==> src/rtl/lbc_axis.sv <==
// ----------------------------------------------------------------------------
// Line box clip axis stage
// Forms the entry and exit ratios of one axis over three register stages.
// ----------------------------------------------------------------------------
`timescale 1ns / 1ps
`default_nettype none

module lbc_axis #(
  parameter int N = 32
) (
  input  wire logic                clk_i,
  input  wire logic                en_i,
  input  wire logic signed [N-1:0] start_i,
  input  wire logic signed [N-1:0] end_i,
  input  wire logic signed [N-1:0] lo_i,
  input  wire logic signed [N-1:0] hi_i,
  output logic             [N:0]   en_num_o,
  output logic             [N:0]   en_den_o,
  output logic             [N:0]   ex_num_o,
  output logic             [N:0]   ex_den_o,
  output logic                     rej_o
);

  logic signed [N:0] s_x, e_x, lo_x, hi_x;
  logic              swap;
  logic signed [N:0] d_q, a1_q, a2_q;

  logic              dneg, dz, dpos;
  logic        [N:0] dmag_d, dmag_q;
  logic signed [N:0] enr_d, exr_d, enr_q, exr_q;
  logic              prej_d, prej_q, dz_q;

  logic              en_big, ex_big;
  logic        [N:0] en_num_q, en_den_q, ex_num_q, ex_den_q;
  logic              rej_q;

  assign swap = lo_i > hi_i;
  assign s_x  = {start_i[N-1], start_i};
  assign e_x  = {end_i[N-1], end_i};
  assign lo_x = swap ? {hi_i[N-1], hi_i} : {lo_i[N-1], lo_i};
  assign hi_x = swap ? {lo_i[N-1], lo_i} : {hi_i[N-1], hi_i};

  always_ff @(posedge clk_i) begin
    if (en_i) begin
      d_q  <= e_x - s_x;
      a1_q <= lo_x - s_x;
      a2_q <= hi_x - s_x;
    end
  end

  assign dneg   = d_q[N];
  assign dz     = (d_q == '0);
  assign dpos   = !dneg && !dz;
  assign dmag_d = dneg ? -d_q : d_q;
  assign enr_d  = dpos ? a1_q : -a2_q;
  assign exr_d  = dpos ? a2_q : -a1_q;
  assign prej_d = dz && ((!a1_q[N] && (a1_q != '0)) || a2_q[N]);

  always_ff @(posedge clk_i) begin
    if (en_i) begin
      dmag_q <= dmag_d;
      enr_q  <= enr_d;
      exr_q  <= exr_d;
      dz_q   <= dz;
      prej_q <= prej_d;
    end
  end

  assign en_big = $signed({enr_q[N], enr_q}) > $signed({1'b0, dmag_q});
  assign ex_big = $signed({exr_q[N], exr_q}) > $signed({1'b0, dmag_q});

  always_ff @(posedge clk_i) begin
    if (en_i) begin
      if (dz_q) begin
        en_num_q <= '0;
        en_den_q <= (N+1)'(1);
        ex_num_q <= (N+1)'(1);
        ex_den_q <= (N+1)'(1);
        rej_q    <= prej_q;
      end else begin
        en_num_q <= enr_q[N] ? '0 : enr_q;
        en_den_q <= enr_q[N] ? (N+1)'(1) : dmag_q;
        ex_num_q <= ex_big ? (N+1)'(1) : exr_q;
        ex_den_q <= ex_big ? (N+1)'(1) : dmag_q;
        rej_q    <= en_big || exr_q[N];
      end
    end
  end

  assign en_num_o = en_num_q;
  assign en_den_o = en_den_q;
  assign ex_num_o = ex_num_q;
  assign ex_den_o = ex_den_q;
  assign rej_o    = rej_q;

endmodule

`default_nettype wire

==> config.mk <==
export PLATFORM = sky130hd
export DESIGN_NAME = lbc_axis
export DESIGN_NICKNAME = d
export VERILOG_FILES = /design/src/rtl/lbc_axis.sv
export SDC_FILE = /design/constraint.sdc
export NUM_CORES = 1
export LEC_CHECK = 0
export BUFFER_PORTS_ARGS = -buffer_cell sky130_fd_sc_hd__buf_2
export CAP_MARGIN = 40
export CORE_UTILIZATION = 35
export DETAILED_ROUTE_END_ITERATION = 6
export PLACE_DENSITY = 0.59
export SLEW_MARGIN = 20
export SYNTH_ARGS = -nofsm -noshare
export SYNTH_HDL_FRONTEND = slang
export SYNTH_SLANG_ARGS = --single-unit
==> constraint.sdc <==
create_clock -name clk_i -period 7.1 [get_ports clk_i]
set_clock_uncertainty 0.1 [all_clocks]
set_input_delay 0.71 -clock clk_i [delete_from_list [all_inputs] [get_ports clk_i]]
set_output_delay 0.71 -clock clk_i [all_outputs]
set_load 0.02 [all_outputs]
* Yosys cells after proc, flatten, opt, wreduce, memory -nomap -nowiden
Cells that the tools add are included.
** Cells by class
- Magnitude comparators :: 3
- Reductions and logical operators :: 12
- Add/subtract/negate cells :: 6
- Muxes and demuxes :: 6
** Operators with widths (count)
- $mux W33 :: 4
- $neg A33 Y33 :: 3
- $gt A33 B34 Y1 :: 2
- $sub A33 B32 Y33 :: 2
- $logic_not A33 Y1 :: 1
- $reduce_bool A33 Y1 :: 1
- $sub A32 B32 Y33 :: 1
- $gt A32 B32 Y1 :: 1
- $mux W32 :: 1
- $reduce_or A2 Y1 :: 2
- $logic_and A1 B1 Y1 :: 3
- $logic_not A1 Y1 :: 3
- $logic_or A1 B1 Y1 :: 2
- $mux W1 :: 1
** Word-level totals
- Word-level logic and storage cells :: 42
- Bits of input ports :: 130
- Register bits :: 333
- Output and inout bits :: 133

* Logic depth before layout (Yosys ltp)
- Depth after elaboration :: 4
- Gate-level depth with buffers :: 25

* Least setup slack after synthesis
OpenSTA, ideal clock, no wires.
- Kind :: input port to flip-flop
- Start :: in hi_i[1]
- End :: reg a1_q[30], data pin
- Setup time :: 0.258 ns
- Setup slack :: 1.389 ns
- Data arrival time :: 5.353 ns
- Cell stages on the path :: 25
- Data required time :: 6.742 ns
- Path buffers :: 2
- Path through :: inv_1 -> ha_1 -> nor2b_1 -> o21a_1 -> o21a_1 -> o21ai_0 -> a21boi_0 -> o21ai_0 -> o211ai_1 -> mux2_2 -> clkbuf_1 -> buf_2 -> mux2i_1 -> ha_1 -> inv_1 -> fa_1 -> a211oi_1 -> o21ai_1 -> a21oi_2 -> o21ai_1 -> a221o_1 -> a2111o_1 -> a21o_1 -> a21oi_1 -> xnor2_1
** Between the ends
- Word-level cells in the longest chain between the ends :: 3
** RTL lines
- start, declared :: RTL line 16 : input wire logic signed [N-1:0] hi_i,
- $gt A32 B32 Y1 :: RTL line 37 : assign swap = lo_i > hi_i;
- $mux W33 (*) :: RTL line 40 : assign lo_x = swap ? {hi_i[N-1], hi_i} : {lo_i[N-1], lo_i};
- $sub A33 B32 Y33 (*) :: RTL line 46 : a1_q <= lo_x - s_x;
- end signal, assigned :: RTL line 46
- end, declared :: RTL line 26 : logic signed [N:0] d_q, a1_q, a2_q;
Every way passes the cells marked *; elsewhere a longest branch is shown, timed or not.
A chain may end at the register's enable or synchronous reset.

* Worst setup path after layout
- Start :: in hi_i[5]
- End :: reg a2_q[31], data pin
** Between the ends
- Word-level cells in the longest chain between the ends :: 3
** RTL lines
- $gt A32 B32 Y1 :: RTL line 37
- $mux W33 (*) :: RTL line 41 : assign hi_x = swap ? {lo_i[N-1], lo_i} : {hi_i[N-1], hi_i};
- $sub A33 B32 Y33 (*) :: RTL line 47 : a2_q <= hi_x - s_x;
- end signal, assigned :: RTL line 47
- end, declared :: RTL line 26
Marks and branches as above.

==> results.py <==
metrics = {
    "run_status": {
        "status": "finished clean",
    },
    "timing": {
        "layout_setup_ws_ps": 801,
        "max_freq_ghz": 0.159,
        "final_max_slew_viol_count": 0,
        "worst_pin_slew_ps": 932,
        "finalCriticalPeriod_ps": 6300,
        "setup_viol": 0,
        "hold_viol_final": 0,
        "min_period_over_period": 0.887,
        "rsz0062_at_grt": "no",
        "max_slew_margin": 0.363,
    },
    "synth": {
        "synthTopCellsByArea": "edfxtp_1 47%, ha_1 12%, xnor2_1 4.3%, mux2_2 3.5%, o21ai_0 2.7%",
        "synth-seq-cells": 332,
        "synthFlopType": "edfxtp_1",
        "syn_area_um2": 21200,
        "yosys.area.top_type": "edfxtp_1",
        "yosys-top-cells-count": "332 x edfxtp_1, 198 x ha_1, 145 x nand2_1",
        "synth_cell_types": 74,
        "yosysTopAreaCellShare": 0.471,
        "async_flop_share": 0,
        "synth.avg_cell_area_um2": 10.9,
        "yosysMostFrequentCell": "edfxtp_1",
        "synthesis.nets": 2281,
        "seq_area_frac_synth": 0.471,
        "syn-instance-count": 1950,
        "synth-edff-count": 332,
        "ys_warn_count": 0,
    },
    "routing": {
        "drt_wl_total_um": 58700,
        "drc": 0,
        "via_per_inst": 5.10,
        "drt-initial-drc-count": 973,
        "firstDrtPassIters": 5,
        "ant_nets": 0,
        "vias": 15400,
        "post_drt_wl_per_cell_um": 19.5,
    },
    "place": {
        "place_ws_ps": -19.8,
        "hpwlAfterDp_um": 47600,
        "place.gp.congestion": 0.935,
        "placedInstanceArea_um2": 23400,
        "io_buffers": 261,
    },
    "worst_hold_path": {
        "hold_path.class": "flop to flop",
    },
    "critical_path": {
        "crit_type": "input pin to flop",
        "worstPathMaxFanout": 23,
        "cp.required_ps": 7280,
        "crit_path_end_kind": "flop",
        "start_kind": "input pin",
        "cp_data_arrival_time_ps": 6470,
    },
    "final_layout": {
        "num_antenna_cells": 0,
        "area_delta_synth_final_pct": 16.8,
        "nets": 2545,
        "stdcell_area_um2": 24700,
        "drive_above_1_share": 0.194,
    },
    "clock_tree": {
        "htree_levels": 2,
        "cts.sinks": 332,
        "clk_pin_slew_ps": 60,
        "root_buffer": "clkbuf_16",
        "clock_latency_ps": 530,
        "cts_tree": "built",
        "clockBufferDepth": 3,
        "cts_resized": 0,
        "holdBufCountCts": 0,
        "cts_setup_buffers": 0,
        "numCtsBuffers": 37,
    },
    "floorplan": {
        "start_util": 0.356,
        "dieArea_um2": 61400,
        "core-area_um2": 59400,
        "fp.dieH_um": 248,
        "io_pins": 263,
        "die_w_um": 248,
        "rows": 89,
    },
    "global_routing": {
        "grt_max_degree": 176,
        "first_global_vias": 15200,
        "grt_pass1_wl_um": 88200,
        "grt_usage": 0.190,
        "grt_antenna_before_repair": 0,
        "grt_overflow": 0,
    },
    "pwr": {
        "power_leakage_nw": 10.4,
        "power.density_nw_per_um2": 277,
        "peakVddDrop_mv": 0.148,
    },
    "run": {
        "cap_viol_max_count": 0,
    },
}
-- through the flow --
step           total power, W  std cells  hold slack (ps)  setup TNS, ps  utilization
2_1_floorplan         0.00416       1950              351              0            -
3_3_place_gp          0.00486       2946              447              0        0.394
3_5_place_dp          0.00489       2947              452          -19.8        0.395
4_1_cts               0.00689       3013              443              0        0.416
5_1_grt               0.00721       3014              465              0        0.416
6_report              0.00683       3014              464              0        0.416
-- path summary, 6_finish.rpt --
path / startpoint / end / slack [ps] / cells after the start
worst max-delay path: hi_i[5] / a2_q[31]$_DFFE_PP_ / 800 / 19
worst min-delay path: enr_q[25]$_DFFE_PP_ / en_num_o[25]$_SDFFCE_PP0P_ / 460 / 1
worst min register to register: enr_q[25]$_DFFE_PP_ / en_num_o[25]$_SDFFCE_PP0P_ / 460 / 1
worst max register to register: d_q[4]$_DFFE_PP_ / exr_q[1]$_DFFE_PP_ / 2790 / 11
-- worst max-delay path, stage by stage --
cell and delay, ps:
buf_2 120, inv_1 50, ha_1 280, and4_1 380
o21ai_0 250, a21boi_0 540, o21ai_0 190, o211ai_1 120
mux2_2 630, buf_12 250, buf_4 310, mux2_2 420
ha_1 450, nand3_1 240, or2_2 340, o311ai_0 630
a41oi_1 220, o21bai_1 200, xor2_1 90
-- layout make-up --
type	count	area, µm²
Clock buffer	44	973
Multi-Input combinational cell	1426	10500
Clock inverter	22	289
Timing Repair Buffer	275	1490
Inverter	142	533
Fill cell	5665	34600
Sequential cell	332	9970
Tap cell	773	967
-- logic make-up after synthesis --
group | Yosys count | synth area share
XOR/XNOR | 167 | 0.0691
buffers and inverters | 192 | 0.0346
multiplexers | 68 | 0.0360
other | 1 | 0.000177
flip-flops | 332 | 0.471
adder cells (fa/ha/maj) | 201 | 0.120
AO/OA/AOI/OAI | 435 | 0.130
AND/OR/NAND/NOR | 554 | 0.139
-- report_power, final --
part / total, W / switching, W / internal [W]
combinational: 0.00197 / 0.00118 / 0.000790
sequential: 0.00288 / 0.000257 / 0.00262
clock: 0.00198 / 0.000780 / 0.00120
-- placed cells by master, fill, tap and decap left out, types with 62 or more instances in the layout --
cell and instances:
inv_1 140, nor2_1 109, xnor2_1 105, xor2_1 62, o21ai_0 116, edfxtp_1 332
a21oi_1 108, a21o_1 74, ha_1 197, nand2_1 145, buf_2 260, mux2_2 65
-- flip-flops by register name, summed over array words and instances, names as in the netlist, 32 cells and up --
| name | count |
|---|---|
| exr_q | 33 |
| d_q | 33 |
| a1_q | 33 |
| en_den_o | 33 |
| ex_den_o | 33 |
| en_num_o | 32 |
| dmag_q | 33 |
| a2_q | 33 |
| enr_q | 33 |
| ex_num_o | 33 |
-- metal layers --
layer	vias to the layer above	routed length (µm)	GRT usage
met4	0	1900	0.0691
met3	78	2480	0.0179
met5	-	0	0
li1	7700	-	-
met2	376	26600	0.306
met1	7227	27700	0.263
(Power assumes the default switching activity.)
