`config.mk`:
```
export PLATFORM = sky130hd
export DESIGN_NAME = lbc_dly
export DESIGN_NICKNAME = d
export VERILOG_FILES = /design/src/rtl/lbc_dly.sv
export SDC_FILE = /design/constraint.sdc
export NUM_CORES = 1
export LEC_CHECK = 0
export ABC_AREA = 1
export BUFFER_PORTS_ARGS = -buffer_cell sky130_fd_sc_hd__buf_4
export CELL_PAD_IN_SITES_DETAIL_PLACEMENT = 0
export CELL_PAD_IN_SITES_GLOBAL_PLACEMENT = 1
export CORE_MARGIN = 5
export CORE_UTILIZATION = 38
export CTS_CLUSTER_SIZE = 12
export DETAILED_ROUTE_END_ITERATION = 12
export GPL_TIMING_DRIVEN = 0
export PLACE_DENSITY_LB_ADDON = 0.1
export SLEW_MARGIN = 20
export SYNTH_ARGS = -nofsm -noshare
export SYNTH_HDL_FRONTEND = slang
export SYNTH_SLANG_ARGS = --single-unit
```
`constraint.sdc`:
```
create_clock -name clk_i -period 0.9 [get_ports clk_i]
set_input_delay 0.27 -clock clk_i [delete_from_list [all_inputs] [get_ports clk_i]]
set_output_delay 0.27 -clock clk_i [all_outputs]
set_load 0.1 [all_outputs]
```
`src/rtl/lbc_dly.sv`:
```
// ----------------------------------------------------------------------------
// Line box clip payload delay
// Carries side data alongside a multi-cycle unit, advancing with the pipeline.
// ----------------------------------------------------------------------------
`timescale 1ns / 1ps
`default_nettype none

module lbc_dly #(
  parameter int WD    = 8,
  parameter int DEPTH = 2
) (
  input  wire logic          clk_i,
  input  wire logic          en_i,
  input  wire logic [WD-1:0] d_i,
  output logic      [WD-1:0] q_o
);

  logic [WD-1:0] data_q [DEPTH];

  always_ff @(posedge clk_i) begin
    if (en_i) begin
      data_q[0] <= d_i;
      for (int i = 1; i < DEPTH; i++) begin
        data_q[i] <= data_q[i-1];
      end
    end
  end

  assign q_o = data_q[DEPTH-1];

endmodule

`default_nettype wire

```
Word-level counts from Yosys, hierarchy flattened --
Memory sizes are Yosys's and may differ from the RTL's. Index checks and enable logic that the tools add are counted.
Cells by class: mux-type cells 2
Operators with widths (count):
- 1-bit two-way mux | 2
Word-level totals: bits in registers 0, memory bits (writable) 16, input port bits 10, memories 1
Memories:
- data_q | depth 2, bits a word 8, read ports 2, clocked after Yosys merged registers in 0, write ports 2, RTL line 18 | logic [WD-1:0] data_q [DEPTH];

Longest topological paths before layout --
Gate-level depths: netlist of run 1.
word-level depth 2, gate-level depth with buffers 1, mapped depth without buffers 0

Worst setup path before layout of run 1 --
Ideal clock, no wire load.
path type register to output, from memory data_q[1][0] (netlist: data_q[0][8]), to output q_o[0], data arrival time 0.575 ns, slack 0.055 ns, stages on the path, launching flop included 2, cells stage by stage edfxtp_1 -> buf_4
RTL lines:
- start: declaration | RTL line 18
- end: declaration | RTL line 15 | output logic [WD-1:0] q_o

==> out/metrics.cfg, run 1 <==
[status]
status = finished, violations left
violations = setup timing

[die]
fp.dieW_um = 47.7
dieArea_sq_um = 2280
core_sq_um = 1320
ioPinCount = 18
rows = 13
start_util_pct = 41.0
die_h_um = 47.7

[sta]
slew_headroom_pct = 87.9
hold_violations = 0
layout_setup_ws_ns = -0.247
period_minus_slack_ns = 1.15
grt_setup_unrepaired = yes
hold_ws_ns = 0.174
slew_viol_final = 0
skew_ns = 0.00256
fin_crit_sh_pct = 127
tightestPinTransition_ns = 0.182
fin_setup_tns_ns = -1.94
fmax_ghz = 0.872
setup_viol = 8

[cts]
clk_pin_slew_ns = 0.08
htree_num_levels = 1
numCtsBuffers = 3
post_cts_buffers = 0
postCtsHoldBufs = 0
insertion_delay_ns = 0.27
cts_buffer_depth = 2
cts_sinks = 16
root_buffer = clkbuf_4
cts_tree = built

[finish]
reg_top3 = data_q: 16 flops
largest_reg_flops = 16
seqCellArea_sq_um = 480
syn2layout_area_growth_pct = 39.4
regMostFlops = data_q
stdcell_area_sq_um = 753
nFillCells = 103
drive_gt1_share_pct = 54.1
fin_nets = 48
stdcell_count = 52
multi_input_cells = 0
multi_input_area_sq_um = 0
n_antenna_cell = 0

[power_and_ir_drop]
powerDensity_nw_per_um2 = 2070
ir_worst_vdd_mv = 1.17
p_leak_nw = 0.290

[routing]
avgViaCountPerCell = 4.42
ant_nets = 0
drt_iter0_drc = 2
drc = 0
wirelength_um = 509
wire_per_inst_um = 9.79
dr_total_vias = 230
dr.pass1.iters = 2

[setup_path]
path_cells = buf_12
start_kind = register
crit_type = reg2out
arrival_ns = 0.88
cpPeakStageDelay_ns = 0.42
critPathRequiredTime_ns = 0.63
endpoint_kind = output pin
crit_family = flip-flops
crit_slowest_cell = edfxtp_1
critPathMaxFanout = 1
path_buf_inv = 1

[grt]
track_usage_pct = 6.23
grt_max_degree = 17
grt_overflow_total = 0
grt_pass1_vias = 239
antenna_found_initial = 0
grt_first_pass_wirelength_um = 924

[place]
gp_congestion = 0.574
dp.cells = 56
placed_area_sq_um = 687
numPortBuffers = 17

[run]
maxCapViolCount = 0

[yosys]
syn_area_sq_um = 541
yosys_register_bits = 16
synthCells = 24
synth-seq-area-share_pct = 88.9
synthDistinctLibCells = 2
syn_nets = 34
yosys_warnings = 0
avgSynthCellArea_sq_um = 22.5

[hold_path]
hold_path_class = in2reg

-- metal layers --
| layer | GRT usage, % | wire (um) | vias up | part of all wire (%) |
|---|---|---|---|---|
| met5 | 0 | 0 | - | 0 |
| met1 | 7.99 | 182 | 106 | 36 |
| li1 | - | - | 106 | - |
| met2 | 8.44 | 234 | 18 | 46 |
| met3 | 2.26 | 92 | 0 | 18 |
| met4 | 4.84 | 0 | 0 | 0 |
-- through the flow --
| step | utilization, % | setup WS [ns] | total power [mW] |
|---|---|---|---|
| 6_report | 57.2 | -0.247 | 1.56 |
| 5_1_grt | 57.2 | -0.295 | 1.63 |
| 4_1_cts | 57.2 | -0.268 | 1.58 |
| 3_5_place_dp | 52.1 | -0.0766 | 1.20 |
| 3_3_place_gp | 52.1 | -0.0572 | 1.19 |
| 2_1_floorplan | - | 0.0551 | 1.12 |
-- cells in the final DEF, fill, tap and decap left out --
master    synthesis  layout
buf_4             8       9
edfxtp_1         16      16
buf_12            0       8
clkbuf_4          0       3
clkinv_1          0       1
-- power by group --
part	switching (mW)	total, mW	internal (mW)
registers	0.0252	0.909	0.884
clock network	0.180	0.340	0.160
logic	0.198	0.310	0.112
-- Yosys cell counts --
| master | count | area [sq um] |
|---|---|---|
| edfxtp_1 | 16 | 480 |
| buf_4 | 8 | 60.1 |
-- repair_timing --
item                       4_1_cts  5_1_grt
resized for setup               24        0
pin swaps                        0        0
cloned                           0        0
setup endpoints to repair        8        8
-- cells by family (layout without fill, tap and decap cells) --
logic type,count (synthesis),in the layout,synth area share [%]
buffers and inverters,8,21,11.1
DFF,16,16,88.9
-- path summary, 6_finish.rpt --
path	start	to	slack, ns	cells past startpoint
max	data_q[0][12]$_DFFE_PP_	q_o[4]	-0.25	1
min	d_i[1]	data_q[0][1]$_DFFE_PP_	0.17	1
max reg2reg	data_q[0][2]$_DFFE_PP_	data_q[0][10]$_DFFE_PP_	0.28	0
min reg2reg	data_q[0][1]$_DFFE_PP_	data_q[0][9]$_DFFE_PP_	0.42	0
-- area by class of cell --
cell class              count  share of cell area (%)
clock inverters             1                   0.498
clock buffers               3                    2.99
flip-flops and latches     16                    63.8
repair buffers             17                    30.2
well taps                  15                    2.49
Power figures use the tool's default switching activity.
==> inputs of run 2 (changes only) <==
Settings changed: RECOVER_POWER set to 50.
==> out/metrics.cfg, run 2 (synthesis results as in run 1) <==
[sta]
grt_setup_unrepaired = yes
period_minus_slack_ns = 1.15
setup_viol = 8
hold_ws_ns = 0.195
fin_crit_sh_pct = 128
fmax_ghz = 0.871
slew_viol_final = 0
slew_headroom_pct = 76.6
hold_violations = 0
tightestPinTransition_ns = 0.351
layout_setup_ws_ns = -0.248
skew_ns = 0.00313
fin_setup_tns_ns = -1.94

[setup_path]
r2r_cells = 0
rrSetupSlack_ns = 0.28
endpoint_kind = output pin
arrival_ns = 0.88
timing.rr.start = data_q[0][2]$_DFFE_PP_
cpPeakStageDelay_ns = 0.42
critPathMaxFanout = 1
critPathRequiredTime_ns = 0.63
path_cells = buf_12
cp_num_cells = 1
r2r_end = data_q[0][10]$_DFFE_PP_
crit_slowest_cell = edfxtp_1
path_buf_inv = 1
crit_family = flip-flops
start_kind = register
crit_type = reg2out

[finish]
final_core_util_pct = 57.0
multi_input_area_sq_um = 0
drive_gt1_share_pct = 54.1
stdcell_count = 52
regMostFlops = data_q
final_common_cell = edfxtp_1
stdcell_area_sq_um = 751
fin_nets = 48
reg_top3 = data_q: 16 flops
layout_common_cells = edfxtp_1 (16), clkbuf_4 (11), buf_12 (8)
syn2layout_area_growth_pct = 38.9
multi_input_cells = 0
largest_reg_flops = 16
n_antenna_cell = 0

[hold_path]
hold_end = data_q[0][1]$_DFFE_PP_
min_from = d_i[1]
hold_path_class = in2reg
worstHoldPathCells = 1

[routing]
dr_total_vias = 230
avgViaCountPerCell = 4.42
dr.pass1.iters = 2
drc = 0
wire_per_inst_um = 9.69
drt_iter0_drc = 2
ant_nets = 0
wirelength_um = 504

[grt]
track_usage_pct = 6.23
grt_pass1_vias = 239
grt_first_pass_wirelength_um = 924
grt_overflow_total = 0
grt_max_degree = 17
antenna_found_initial = 0

[cts]
htree_num_levels = 1
insertion_delay_ns = 0.27
clk_pin_slew_ns = 0.08
cts_buffer_depth = 2
cts_tree = built
cts_resized = 24
root_buffer = clkbuf_4
post_cts_buffers = 0
postCtsHoldBufs = 0
numCtsBuffers = 3
cts_sinks = 16

[die]
dieArea_sq_um = 2280
core_sq_um = 1320
start_util_pct = 41.0
fp.dieW_um = 47.7
die_h_um = 47.7
rows = 13
ioPinCount = 18

[status]
status = finished, violations left
violations = setup timing

[place]
gp_congestion = 0.574
placed_area_sq_um = 687
dp_slack_ns = -0.0766
dp.cells = 56
numPortBuffers = 17

[power_and_ir_drop]
powerDensity_nw_per_um2 = 2070
p_total_mw = 1.56
ir_worst_vdd_mv = 1.17
p_leak_nw = 0.288

[run]
maxCapViolCount = 0

-- run 2: cell count changes in the layout (fill, tap and decap cells not counted) --
cell,change
clkbuf_2,+1
buf_4,-9
clkbuf_4,+8
-- run 2: area by class of cell --
cell class            count  area, sq um
Clock buffer              3         22.5
Sequential cell          16          480
Clock inverter            1         3.75
Tap cell                 15         18.8
Timing Repair Buffer     17          225
Fill cell               104          567
-- run 2: worst max path at each step --
stage	from	end	slack, ns
floorplan	data_q[0][8]$_DFFE_PP_	q_o[0]	0.06
global placement	data_q[0][14]$_DFFE_PP_	q_o[6]	-0.06
detailed placement	data_q[0][15]$_DFFE_PP_	q_o[7]	-0.08
CTS	data_q[0][12]$_DFFE_PP_	q_o[4]	-0.27
global route	data_q[0][14]$_DFFE_PP_	q_o[6]	-0.30
finish	data_q[0][12]$_DFFE_PP_	q_o[4]	-0.25
-- run 2: per-layer routing --
| layer | share of wire (%) | routed length, um | up-vias | GRT usage (%) |
|---|---|---|---|---|
| met3 | 19 | 94 | 0 | 2.26 |
| met2 | 45 | 229 | 18 | 8.44 |
| met5 | 0 | 0 | - | 0 |
| met4 | 0 | 0 | 0 | 4.84 |
| li1 | - | - | 106 | - |
| met1 | 36 | 180 | 106 | 7.99 |
-- run 2: where the power goes --
part | switching [mW] | internal, mW | total, mW
Combinational | 0.197 | 0.109 | 0.306
Sequential | 0.0252 | 0.884 | 0.909
Clock | 0.180 | 0.160 | 0.341
==> inputs of run 3 (changes only) <==
--- a/config.mk
+++ b/config.mk
@@ -12,3 +12,3 @@
 export CORE_MARGIN = 5
-export CORE_UTILIZATION = 38
+export CORE_UTILIZATION = 34
 export CTS_CLUSTER_SIZE = 12
@@ -18,3 +18,2 @@
 export RECOVER_POWER = 50
-export SLEW_MARGIN = 20
 export SYNTH_ARGS = -nofsm -noshare
==> constraint.sdc (replaced) <==
create_clock -name clk_i -period 1 [get_ports clk_i]
set_input_delay 0 -clock clk_i [delete_from_list [all_inputs] [get_ports clk_i]]
set_output_delay 0 -clock clk_i [all_outputs]
set_load 0.1 [all_outputs]
==> out/metrics.cfg, run 3 (synthesis results as in run 1) <==
[cts]
post_cts_buffers = 0
root_buffer = clkbuf_4
cts_sinks = 16
clk_pin_slew_ns = 0.08
insertion_delay_ns = 0.27
numCtsBuffers = 3
htree_num_levels = 1
cts_tree = built
cts_buffer_depth = 2

[setup_path]
arrival_ns = 0.95
r2r_cells = 0
r2r_end = data_q[0][9]$_DFFE_PP_
crit_type = reg2out
endpoint_kind = output pin
rrSetupSlack_ns = 0.35
critPathRequiredTime_ns = 1.00
start_kind = register
timing.rr.start = data_q[0][1]$_DFFE_PP_
critPathMaxFanout = 1

[grt]
grt_max_degree = 17
antenna_found_initial = 0
track_usage_pct = 7.35
grt_pass1_vias = 307
grt_overflow_total = 0
grt_first_pass_wirelength_um = 1290

[die]
ioPinCount = 18
core_sq_um = 1510
rows = 14
dieArea_sq_um = 2490
fp.dieW_um = 49.9
die_h_um = 49.9
start_util_pct = 35.9

[run]
maxCapViolCount = 0

[sta]
fin_setup_tns_ns = 0
skew_ns = 0.00362
slew_headroom_pct = 48.7
fmax_ghz = 1.05
hold_violations = 0
setup_viol = 0
tightestPinTransition_ns = 0.770
slew_viol_final = 0
grt_setup_unrepaired = no
period_minus_slack_ns = 0.954
fin_crit_sh_pct = 95.4

[finish]
layout_common_cells = edfxtp_1 (16), buf_4 (14), dlygate4sd3_1 (8)
fin_nets = 63
largest_reg_flops = 16
stdcell_count = 67
multi_input_area_sq_um = 0
drive_gt1_share_pct = 51.0
multi_input_cells = 0
reg_top3 = data_q: 16 flops
seqCellArea_sq_um = 480
regMostFlops = data_q
nFillCells = 113
n_antenna_cell = 0
syn2layout_area_growth_pct = 56.7
final_common_cell = edfxtp_1

[routing]
dr_total_vias = 273
drt_iter0_drc = 0
wirelength_um = 744
dr.pass1.iters = 1
drc = 0
ant_nets = 0
wire_per_inst_um = 11.1
avgViaCountPerCell = 4.07

[place]
dp.cells = 57
numPortBuffers = 17
gp_congestion = 0.605

[hold_path]
worstHoldPathCells = 1
hold_path_class = in2reg
hold_end = data_q[0][5]$_DFFE_PP_
min_from = en_i

[status]
status = completed

[power_and_ir_drop]
powerDensity_nw_per_um2 = 1690
p_leak_nw = 0.339
ir_worst_vdd_mv = 0.896

-- run 3: cell count changes in the layout (fill, tap and decap cells not counted), sizes merged --
cell         change
clkinv           -1
buf             +14
clkbuf           -7
dlygate4sd3      +8
-- run 3: per-layer routing --
metal  share of wire, %  wire, um  global-route usage [%]  up-vias
met5                  0         0                       0        -
met4                3.9        29                    6.55        0
met3                 13        96                    2.71        3
met2                 52       389                    12.1       20
met1                 31       228                    6.96      116
li1                   -         -                       -      134
-- run 3: area by class of cell --
class	count	area share, %
Sequential cell	16	56.7
Timing Repair Buffer	25	32.1
Buffer	7	6.20
Clock buffer	3	2.66
Tap cell	16	2.36
-- run 3: worst max path at each step --
stage               slack, ns                    start                       to
floorplan                0.41   data_q[0][2]$_DFFE_PP_  data_q[0][10]$_DFFE_PP_
global placement         0.31  data_q[0][14]$_DFFE_PP_                   q_o[6]
detailed placement       0.28  data_q[0][12]$_DFFE_PP_                   q_o[4]
CTS                      0.01  data_q[0][12]$_DFFE_PP_                   q_o[4]
global route            0.001  data_q[0][14]$_DFFE_PP_                   q_o[6]
finish                   0.05  data_q[0][12]$_DFFE_PP_                   q_o[4]
-- run 3: what timing repair did --
| item | CTS | global route |
|---|---|---|
| hold buffers | 8 | 0 |
| resized for setup | 8 | 9 |
| cloned | 0 | 0 |
| setup endpoints to repair | 8 | 6 |
| endpoints found under the hold margin | 8 | 0 |
-- run 3: critical path: stages, from the launching register on --
cell,delay [ns]
edfxtp_1,0.38
buf_4,0.15
buf_12,0.15
-- run 3: metrics by stage --
step           hold WS (ns)  util [%]  area (sq um)  power [mW]  setup slack [ns]
2_1_floorplan        0.0989         -           541        1.01             0.411
3_3_place_gp          0.178      45.7           688        1.07             0.312
3_5_place_dp          0.179      45.7           688        1.08             0.278
4_1_cts              0.0822      54.5           821        1.43            0.0108
5_1_grt               0.361      56.2           847        1.50           0.00115
6_report              0.326      56.2           847        1.43            0.0461
-- run 3: power by group --
part | switching (mW) | internal, mW | leakage (nW)
clock network | 0.165 | 0.139 | 0.0138
registers | 0.0141 | 0.795 | 0.157
logic | 0.195 | 0.123 | 0.169
