[config.mk]
export PLATFORM = sky130hd
export DESIGN_NAME = lbc_qstep
export DESIGN_NICKNAME = d
export VERILOG_FILES = /design/src/rtl/lbc_qstep.sv
export SDC_FILE = /design/constraint.sdc
export NUM_CORES = 1
export LEC_CHECK = 0
export BUFFER_PORTS_ARGS = -buffer_cell sky130_fd_sc_hd__buf_2
export CAP_MARGIN = 30
export CORE_MARGIN = 5
export CORE_UTILIZATION = 51
export DETAILED_ROUTE_END_ITERATION = 10
export PLACE_DENSITY = 0.81
export SLEW_MARGIN = 10
export SYNTH_ARGS = -nofsm -noshare
export SYNTH_HDL_FRONTEND = slang
export SYNTH_SLANG_ARGS = --single-unit
[constraint.sdc]
create_clock -name clk_i -period 3.1 [get_ports clk_i]
set_input_delay 0.155 -clock clk_i [delete_from_list [all_inputs] [get_ports clk_i]]
set_output_delay 0.155 -clock clk_i [all_outputs]
set_load 0.005 [all_outputs]
[src/rtl/lbc_qstep.sv]
// ----------------------------------------------------------------------------
// Line box clip quantiser step
// One restoring division step for the entry and exit lanes, one bit a stage.
// ----------------------------------------------------------------------------
`timescale 1ns / 1ps
`default_nettype none

module lbc_qstep #(
  parameter int W     = 33,
  parameter int RW    = 17,
  parameter bit FIRST = 1'b0
) (
  input  wire logic                  clk_i,
  input  wire logic                  en_i,
  input  wire logic [1:0][W:0]       rem_i,
  input  wire logic [1:0][W-1:0]     den_i,
  input  wire logic [1:0][RW-1:0]    res_i,
  input  wire logic                  hit_i,
  output logic      [1:0][W:0]       rem_o,
  output logic      [1:0][W-1:0]     den_o,
  output logic      [1:0][RW-1:0]    res_o,
  output logic                       hit_o
);

  logic [1:0][W:0]    sh, rem_d;
  logic [1:0]         ge;
  logic [1:0][W:0]    rem_q;
  logic [1:0][W-1:0]  den_q;
  logic [1:0][RW-1:0] res_q;
  logic               hit_q;

  always_comb begin
    for (int l = 0; l < 2; l++) begin
      sh[l]    = FIRST ? rem_i[l] : {rem_i[l][W-1:0], 1'b0};
      ge[l]    = sh[l] >= {1'b0, den_i[l]};
      rem_d[l] = ge[l] ? sh[l] - {1'b0, den_i[l]} : sh[l];
    end
  end

  always_ff @(posedge clk_i) begin
    if (en_i) begin
      for (int l = 0; l < 2; l++) begin
        rem_q[l] <= rem_d[l];
        den_q[l] <= den_i[l];
        res_q[l] <= {res_i[l][RW-2:0], ge[l]};
      end
      hit_q <= hit_i;
    end
  end

  assign rem_o = rem_q;
  assign den_o = den_q;
  assign res_o = res_q;
  assign hit_o = hit_q;

endmodule

`default_nettype wire

Word-level counts from Yosys, hierarchy flattened
Cells that the tools add are included.
Widths: inputs -> output; s select.

operators by class
  add/sub/neg operators = 2
  $lt $le $gt $ge = 2
  multiplexer cells = 2

operators by type and width
  kind            number
  $ge 34x33->1    2
  $mux 34         2
  $sub 34x33->34  2

word-level totals
  register bits after elaboration = 169
  input bits = 171
  output and inout bits = 169
  logic and storage cells = 15

Logic depth before layout (Yosys ltp)
Gate-level depths: netlist of the first run.

  word-level depth = 2
  depth in mapped cells = 13
  depth with buffers taken out = 12

Worst setup path after synthesis of the first run
Ideal clock, no wire load.

  path kind = input to register
  from = in den_i[36] in the netlist's numbering
  to = reg rem_q (netlist bit rem_o[47]) (data pin)
  setup time = 260 ps
  arrival = 2391 ps
  data required time = 2840 ps
  path slack = 448 ps
  stages on the path = 11
  buffers on the path = 1
  cells stage by stage = inv_1 ha_1 o211ai_2 a21oi_2 o311a_4 or3_4 a31oi_4 a31o_4 nand2_4 buf_6 mux2_4

RTL lines
  item                            line  text
  start: declaration              16    input wire logic [1:0][W-1:0] den_i,
  end signal: indexed assignment  43    rem_q[l] <= rem_d[l];
  end: declaration                27    logic [1:0][W:0] rem_q;

==> run_results.csv, run 1 <==
group,metric,value,unit
detailed_routing,first_pass_iters,5,
detailed_routing,num_vias,8533,
sta,tightest_slew,0.531,ns
sta,setup_viol,0,
sta,hold_viol,0,
final_layout,fin_nets,1561,
setup_path,worstPathMaxFanout,40,
floorplanning,chipHeight,148,um
floorplanning,die_area,21800,um2
power,p_per_area,507,nW/um2
synth,syn-instance-count,874,
sta,final_max_slew_viol_count,0,
detailed_routing,routed_wirelength,28.7,mm
detailed_routing,final_antenna_net_count,0,
placement,dp_hpwl,20.0,mm
power,vdd_ir_drop_max,0.000359,V
floorplanning,pin_count,340,
power,p_total,6.78,mW
final_layout,fillers,1270,
placement,port_buffers,335,
run,max_cap_viol_count,0,
synth,syn-mean-instance-area,11.0,um2
synth,synth_ff_type,"edfxtp_1",
synth,ys_types,71,
synth,synth-compound-area-share,16.9,%
detailed_routing,via_per_inst,5.44,
final_layout,fin_cells,1570,
sta,holdWs,0.00961,ns
placement,gp_congestion,0.873,
synth,syn_area,9660,um2
min_path,hp-class,"input port to flip-flop",
sta,relSlewSlack,64.2,%
sta,fmax,330,MHz
clocking,clk_pin_slew_worst_paths,0.07,ns
synth,synthMuxAreaShare,1.87,%
synth,synth_top_cell_area_share,52.6,%
setup_path,critPathRequiredTime,3.28,ns
final_layout,drive_gt1_share,32.8,%
floorplanning,die_x,148,um
synth,yosys-top-cells-count,"169 x edfxtp_1, 84 x inv_1, 80 x a21oi_1",
power,clock_power_share,32.2,%
power,p_int,4.73,mW
synth,synth_top_cell_by_area,"edfxtp_1",
synth,synth-edff-count,169,
clocking,cts-root-buf,"clkbuf_16",
detailed_routing,remaining_drc_errors,0,
power,p_leak,6.04,nW
outcome,outcome,"completed",
placement,dp_cells,1436,
synth,synth.most_common_cell,"edfxtp_1",
final_layout,finalCoreUtilization,71.5,%
setup_path,startpoint_type,"input port",
synth,synthTopCellsByArea,"edfxtp_1 53%, ha_1 8.6%, a21oi_1 4.1%",
synth,synth_top_family_by_area,"compound AO/OA/AOI/OAI gates",
setup_path,worstPathArrival,3.21,ns
global_route,grt_usage,25.3,%
global_route,grt_overflow_total,0,
clocking,cts.path.max_buffers,2,
sta,fin_crit,3.03,ns
synth,async_flop_share,0,%
sta,setup_ws,0.0702,ns
global_route,grt_pass1_wl,44.1,mm
synth,seq_area_frac_synth,52.6,%
synth,synth-simple-area-share,10.4,%
synth,syn_nets,1113,
floorplanning,core_area,18700,um2
final_layout,areaGrowthSynthToFinish,38.5,%
power,p_sw,2.05,mW
setup_path,cp-end-kind,"flip-flop",
clocking,cts.sinks,169,
floorplanning,start_util,51.6,%
global_route,grt_pass1_vias,8425,
power,comb_power_share,25.1,%
clocking,htreeDepth,4,
clocking,cts_tree,"done",
clocking,numCtsBuffers,17,
sta,fin_crit_sh,97.7,%
synth,synth-adder-area-share,8.97,%
global_route,antenna_found_initial,1,
placement,post-place-ws,0.137,ns
global_route,grt_max_degree,80,
synth,synth-xor-area-share,4.90,%
synth,ys_warn_count,0,
setup_path,critical_path_class,"input port to flip-flop",
power,sequentialPowerShare,42.7,%
floorplanning,rows,50,
detailed_routing,drtIter0Drc,644,
synth,ys_ff_latch,169,
power,switching_share,30.3,%
detailed_routing,wl_per_cell,18.3,um
## timing repair
item | 4_1_cts | 5_1_grt
resized for setup | 0 | 18
setup endpoints to repair | 0 | 29
hold endpoints to repair | 98 | 0
setup buffers | 0 | 3
hold buffers | 98 | 0
## state kept, by name, summed over array words and instances, names as in the netlist
register  flops
hit_o         1
rem_o        68
den_o        66
res_o        34
## power by group through the flow
| stage | combinational [mW] | clock, mW | sequential, mW |
|---|---|---|---|
| 5_1_grt | 1.86 | 2.31 | 2.91 |
| 3_5_place_dp | 1.53 | 0 | 2.94 |
| 2_1_floorplan | 0.838 | 0 | 2.98 |
| 3_3_place_gp | 1.50 | 0 | 2.93 |
| 6_report | 1.70 | 2.18 | 2.89 |
| 4_1_cts | 1.64 | 2.19 | 2.89 |
## area by class of cell
class	instances	area [um2]	area share, %
clock inverter	15	174	1.30
sequential	169	5070	37.9
timing repair buffer	451	2840	21.2
antenna	1	2.50	0.0187
multi-input combinational	599	4250	31.8
inverter	84	315	2.36
clock buffer	17	425	3.18
tap	234	293	2.19
## critical path, cell delays in order
cell and delay (ns):
dlygate4sd3_1 0.53, buf_2 0.12, inv_1 0.05, ha_2 0.29, o211ai_2 0.17, a21oi_2 0.06
o311a_4 0.37, or3_4 0.40, a31oi_4 0.27, a31o_4 0.22, nand2_4 0.06, buf_12 0.19
mux2_4 0.31
## metal layers
metal / share of wire (%) / global-route usage (%) / vias up
met3: 7.7 / 5.00 / 54
met1: 40 / 31.8 / 3981
met2: 50 / 43.3 / 390
met4: 3.0 / 9.51 / 0
li1: - / - / 4108
met5: 0 / 0 / -
## stage by stage
step	area [um2]	TNS (ns)
2_1_floorplan	9660	0
3_3_place_gp	11700	0
3_5_place_dp	11700	0
4_1_cts	13300	0
5_1_grt	13400	-0.0211
6_report	13400	0
## cells in the final DEF (no fill, tap or decap), types with 7 or more instances in the layout
| master | instances |
|---|---|
| xor2_1 | 19 |
| mux2_2 | 8 |
| o21ai_0 | 59 |
| and3_1 | 9 |
| o21bai_1 | 7 |
| dlygate4sd3_1 | 98 |
| xnor2_1 | 35 |
| clkbuf_16 | 17 |
| a21o_1 | 33 |
| ha_1 | 63 |
| nand4_1 | 8 |
| nand2_1 | 66 |
| nor2_1 | 56 |
| buf_2 | 334 |
| nor3_1 | 10 |
| nand2b_1 | 10 |
| a31oi_1 | 10 |
| buf_4 | 14 |
| nand3_1 | 19 |
| edfxtp_1 | 169 |
| a21oi_1 | 79 |
| inv_1 | 84 |
## path summary, 6_finish.rpt
| check | end | depth (start not counted) | from |
|---|---|---|---|
| setup / recovery | rem_o[54] | 13 | den_i[36] |
| hold / removal | den_o[1] | 1 | den_i[1] |
## kinds of logic after synthesis
group | after synthesis
compound gates | 253
xor+xnor | 54
simple gates | 210
flops | 169
buf+inv | 106
fa+ha+maj | 68
mux | 14
No activity file was read; power rests on OpenSTA's default activity.
==> inputs of run 2 (changes only) <==
ABC_AREA = 1   (was not set)
CORE_UTILIZATION = 53   (was 51)
==> run_results.csv, run 2 <==
group,metric,value,unit
final_layout,seq_area,5070,um2
floorplanning,die_x,158,um
synth,ys_types,34,
final_layout,fin_cells,2272,
floorplanning,die_area,25000,um2
final_layout,fillers,1761,
sta,fin_tns_setup,0,ns
sta,fin_crit,2.66,ns
power,p_int,4.71,mW
setup_path,worstPathMaxFanout,33,
synth,synth.most_common_cell,"nand2_1",
synth,synth-edff-count,169,
global_route,grt_max_degree,67,
clocking,post-cts-setup-buffer-count,0,
synth,syn-instance-count,1535,
global_route,grt_pass1_wl,55.0,mm
synth,ys_warn_count,0,
clocking,htreeDepth,4,
power,clock_power_share,31.1,%
setup_path,startpoint,"den_i[24]",
final_layout,fin_nets,2218,
global_route,grt_usage,28.0,%
clocking,cts_resized,0,
final_layout,drive_gt1_share,22.8,%
min_path,worstHoldStart,"rem_i[41]",
power,switching_share,32.4,%
sta,relSlewSlack,50.4,%
setup_path,critPathRequiredTime,3.27,ns
detailed_routing,final_antenna_net_count,0,
power,sequentialPowerShare,41.4,%
power,p_per_area,461,nW/um2
detailed_routing,routed_wirelength,36.0,mm
detailed_routing,first_pass_iters,5,
clocking,cts.path.max_buffers,2,
clocking,cts-root-buf,"clkbuf_16",
final_layout,final_area,15100,um2
detailed_routing,num_vias,11200,
synth,yosys-top-cells-count,"624 x nand2_1, 297 x inv_1, 169 x edfxtp_1",
synth,async_flop_share,0,%
floorplanning,rows,54,
placement,dp_hpwl,27.3,mm
power,vdd_ir_drop_max,0.000371,V
placement,gp_congestion,0.943,
power,p_leak,8.15,nW
floorplanning,pin_count,340,
clocking,cts_tree,"done",
synth,synth_top_cell_by_area,"edfxtp_1",
run,max_cap_viol_count,0,
global_route,grt_pass1_vias,11300,
sta,fmax,376,MHz
sta,hold_viol,0,
synth,synthTopCellsByArea,"edfxtp_1 44%, nand2_1 20%, inv_1 9.6%",
final_layout,antenna_cells,0,
final_layout,layout_common_cells,"624 x nand2_1, 334 x buf_2, 297 x inv_1, 169 x edfxtp_1, 99 x dlygate4sd3_1",
sta,setup_viol,0,
clocking,numCtsBuffers,17,
final_layout,final_common_cell,"nand2_1",
sta,tightest_slew,0.741,ns
floorplanning,chipHeight,158,um
clocking,cts.sinks,169,
sta,final_max_slew_viol_count,0,
floorplanning,start_util,53.5,%
setup_path,cp-end-kind,"flip-flop",
synth,synth_top_cell_area_share,43.7,%
synth,synth_ff_type,"edfxtp_1",
placement,placed_cell_area,13600,um2
detailed_routing,remaining_drc_errors,0,
synth,syn-mean-instance-area,7.57,um2
final_layout,largest_register_ffs,68,
synth,seq_area_frac_synth,43.7,%
synth,ys_ff_latch,169,
synth,syn_nets,1774,
final_layout,multi_input_area,5270,um2
sta,rsz0062_at_grt,"no",
detailed_routing,wl_per_cell,15.8,um
global_route,grt_overflow_total,0,
placement,dp_cells,2141,
clocking,clk_pin_slew_worst_paths,0.07,ns
detailed_routing,via_per_inst,4.95,
synth,syn_area,11600,um2
global_route,antenna_found_initial,2,
min_path,hp-class,"input port to flip-flop",
detailed_routing,drtIter0Drc,711,
power,comb_power_share,27.5,%
outcome,outcome,"completed",
power,p_sw,2.26,mW
placement,port_buffers,335,
sta,fin_crit_sh,85.7,%
final_layout,areaGrowthSynthToFinish,30.4,%
floorplanning,core_area,21700,um2
setup_path,critical_path_class,"input port to flip-flop",
setup_path,startpoint_type,"input port",
setup_path,worstPathArrival,2.83,ns
## run 2: changes by cell type after synthesis, sizes merged, moves of 13 or more
cell	before	now
nand3	19	55
o21ai	67	17
inv	84	302
nand2	68	667
xnor2	35	5
clkbuf	16	0
a21o	34	2
a31oi	13	0
nor2	56	108
a21oi	83	55
mux2	14	0
## run 2: metal layers
metal | global-route usage (%) | share of wire, % | up-vias
met5 | 0 | 0.075 | -
met4 | 10.2 | 3.7 | 4
met3 | 4.98 | 6.2 | 89
met2 | 53.9 | 53 | 405
met1 | 30.6 | 37 | 5086
li1 | - | - | 5653
## run 2: cell type report
cell class	instances	share of cell area, %
Inverter	302	7.49
Clock inverter	15	1.08
Tap cell	280	2.31
Multi-Input combinational cell	1052	34.8
Sequential cell	169	33.5
Clock buffer	17	2.81
Timing Repair Buffer	437	18.0
## run 2: timing repair
item / in CTS / in global routing
hold endpoints to repair: 98 / 1
endpoints found under the setup margin: 0 / 0
hold buffers: 98 / 1
## run 2: worst max-delay path, cell delays in order
cell	delay [ns]
dlygate4sd3_1	0.52
buf_2	0.13
inv_1	0.06
ha_1	0.35
nand2_1	0.15
inv_1	0.05
a21oi_1	0.20
o21ai_1	0.15
nand2_1	0.08
nand2_1	0.05
a21oi_1	0.15
nand2_2	0.46
nand2_1	0.24
nand2_1	0.08
## run 2: cells by family (layout without fill, tap and decap cells)
| logic type | Yosys count | in the layout | synth area share, % |
|---|---|---|---|
| AND/OR/NAND/NOR | 867 | 867 | 31.4 |
| buffers and inverters | 314 | 771 | 10.9 |
| flip-flops | 169 | 169 | 43.7 |
| AO/OA/AOI/OAI | 85 | 85 | 4.10 |
| adder cells (fa/ha/maj) | 68 | 68 | 7.46 |
| XOR/XNOR | 32 | 32 | 2.41 |
## run 2: power groups by stage
stage / combinational (mW) / clock, mW / sequential, mW
finish: 1.91 / 2.17 / 2.89
global route: 2.14 / 2.29 / 2.91
CTS: 1.90 / 2.17 / 2.88
detailed placement: 1.79 / 0 / 2.93
global placement: 1.76 / 0 / 2.92
floorplan: 1.04 / 0 / 2.98
## run 2: final timing paths
kind / end / slack [ns] / depth (start not counted)
min: rem_o[42] / 0.01 / 3
max: rem_o[22] / 0.44 / 14
## run 2: per-stage QoR
stage	worst slack, ns	util [%]	power [mW]	hold slack [ns]
3_5_place_dp	0.580	62.5	4.73	0.333
6_report	0.444	69.8	6.97	0.0146
2_1_floorplan	1.33	-	4.02	0.254
3_3_place_gp	0.659	62.5	4.68	0.332
4_1_cts	0.483	69.8	6.95	0.00264
5_1_grt	0.212	69.8	7.33	0.00956
==> inputs of run 3 (changes only) <==
==> constraint.sdc (replaced) <==
create_clock -name clk_i -period 3.1 [get_ports clk_i]
set_input_delay 0.62 -clock clk_i [delete_from_list [all_inputs] [get_ports clk_i]]
set_output_delay 0.62 -clock clk_i [all_outputs]
set_load 0.005 [all_outputs]
==> run_results.csv, run 3 (same netlist as run 2, synthesis figures left out) <==
group,metric,value,unit
outcome,outcome,"completed",
clocking,ctsHoldBuffers,0,
placement,dp_hpwl,27.3,mm
global_route,grt_overflow_total,0,
detailed_routing,wl_per_cell,15.3,um
global_route,grt_pass1_wl,50.9,mm
setup_path,critical_path_class,"input port to flip-flop",
sta,relSlewSlack,59.4,%
power,clock_power_share,31.8,%
power,switching_share,32.4,%
sta,fin_tns_setup,0,ns
floorplanning,start_util,53.5,%
global_route,antenna_found_initial,3,
final_layout,final_common_cell,"nand2_1",
setup_path,cp-end-kind,"flip-flop",
detailed_routing,remaining_drc_errors,0,
placement,port_buffers,335,
placement,dp_cells,2151,
global_route,grt_pass1_vias,10400,
global_route,grt_max_degree,65,
floorplanning,core_area,21700,um2
power,p_leak,7.79,nW
clocking,post-cts-setup-buffer-count,0,
final_layout,layout_common_cells,"624 x nand2_1, 334 x buf_2, 297 x inv_1, 169 x edfxtp_1, 90 x nor2_1",
placement,gp_congestion,0.977,
sta,rsz0062_at_grt,"no",
detailed_routing,final_antenna_net_count,0,
power,p_per_area,484,nW/um2
clocking,cts.path.max_buffers,2,
power,vdd_ir_drop_max,0.000382,V
final_layout,areaGrowthSynthToFinish,22.6,%
power,comb_power_share,26.4,%
sta,final_max_slew_viol_count,0,
clocking,cts.sinks,169,
sta,tightest_slew,0.609,ns
detailed_routing,routed_wirelength,33.4,mm
power,p_int,4.66,mW
setup_path,critPathRequiredTime,3.29,ns
setup_path,worstPathArrival,2.63,ns
clocking,cts_resized,0,
floorplanning,chipHeight,158,um
clocking,clk_pin_slew_worst_paths,0.08,ns
sta,hold_viol,0,
detailed_routing,drtIter0Drc,661,
final_layout,largest_register_ffs,68,
floorplanning,rows,54,
sta,fin_crit_sh,78.6,%
global_route,grt_usage,26.0,%
power,p_sw,2.23,mW
floorplanning,die_area,25000,um2
setup_path,worstPathMaxFanout,33,
sta,fmax,410,MHz
power,sequentialPowerShare,41.7,%
detailed_routing,via_per_inst,4.90,
final_layout,fin_cells,2185,
sta,setup_viol,0,
final_layout,fillers,1889,
clocking,cts_tree,"done",
clocking,cts-root-buf,"clkbuf_16",
run,max_cap_viol_count,0,
floorplanning,pin_count,340,
setup_path,startpoint_type,"input port",
final_layout,fin_nets,2129,
sta,fin_crit,2.44,ns
floorplanning,die_x,158,um
final_layout,drive_gt1_share,24.4,%
clocking,htreeDepth,4,
clocking,numCtsBuffers,17,
detailed_routing,num_vias,10700,
min_path,hp-class,"input port to flip-flop",
detailed_routing,first_pass_iters,5,
## run 3: cell type report
cell class | instances | area [um2] | share of cell area, %
Antenna cell | 2 | 5.00 | 0.0352
Clock buffer | 17 | 425 | 2.99
Clock inverter | 15 | 173 | 1.21
Inverter | 302 | 1130 | 7.96
Multi-Input combinational cell | 1052 | 5270 | 37.0
Sequential cell | 169 | 5070 | 35.6
Tap cell | 280 | 350 | 2.46
Timing Repair Buffer | 348 | 1810 | 12.7
## run 3: final timing paths
path	from	endpoint	slack [ns]	depth (start not counted)
min	res_i[26]	res_o[27]	0.36	1
max	rem_i[62]	rem_o[60]	0.66	10
## run 3: critical path, cell delays in order
cell     delay [ns]
buf_2          0.11
ha_1           0.36
a21oi_1        0.28
o21ai_0        0.21
a21oi_2        0.24
nand2_1        0.09
nor2_2         0.16
nand2_4        0.27
nand2_1        0.19
nand2_1        0.07
## run 3: metrics by stage
| step | utilization (%) | setup WS [ns] | cell area [um2] | total power [mW] | hold slack (ns) |
|---|---|---|---|---|---|
| final | 65.6 | 0.664 | 14200 | 6.89 | 0.357 |
| after global routing | 65.6 | 0.513 | 14200 | 7.27 | 0.342 |
| after CTS | 65.6 | 0.671 | 14200 | 6.92 | 0.345 |
| after detailed placement | 62.9 | 0.218 | 13600 | 4.74 | 0.798 |
| after global placement | 62.9 | 0.253 | 13600 | 4.70 | 0.797 |
| after floorplan | - | 0.870 | 11600 | 4.02 | 0.719 |
## run 3: metal layers
metal	vias up	routed length [um]	track usage, %	part of all wire [%]
li1	5470	-	-	-
met1	4801	12800	30.2	38
met2	360	17200	48.3	52
met3	70	2320	4.67	6.9
met4	6	1010	8.53	3.0
met5	-	22	0	0.066
## run 3: power groups by stage
stage | Sequential (mW) | Combinational [mW] | Clock, mW
after floorplan | 2.98 | 1.04 | 0
after global placement | 2.92 | 1.78 | 0
after detailed placement | 2.93 | 1.82 | 0
after CTS | 2.88 | 1.83 | 2.21
after global routing | 2.90 | 2.05 | 2.32
final | 2.88 | 1.82 | 2.19
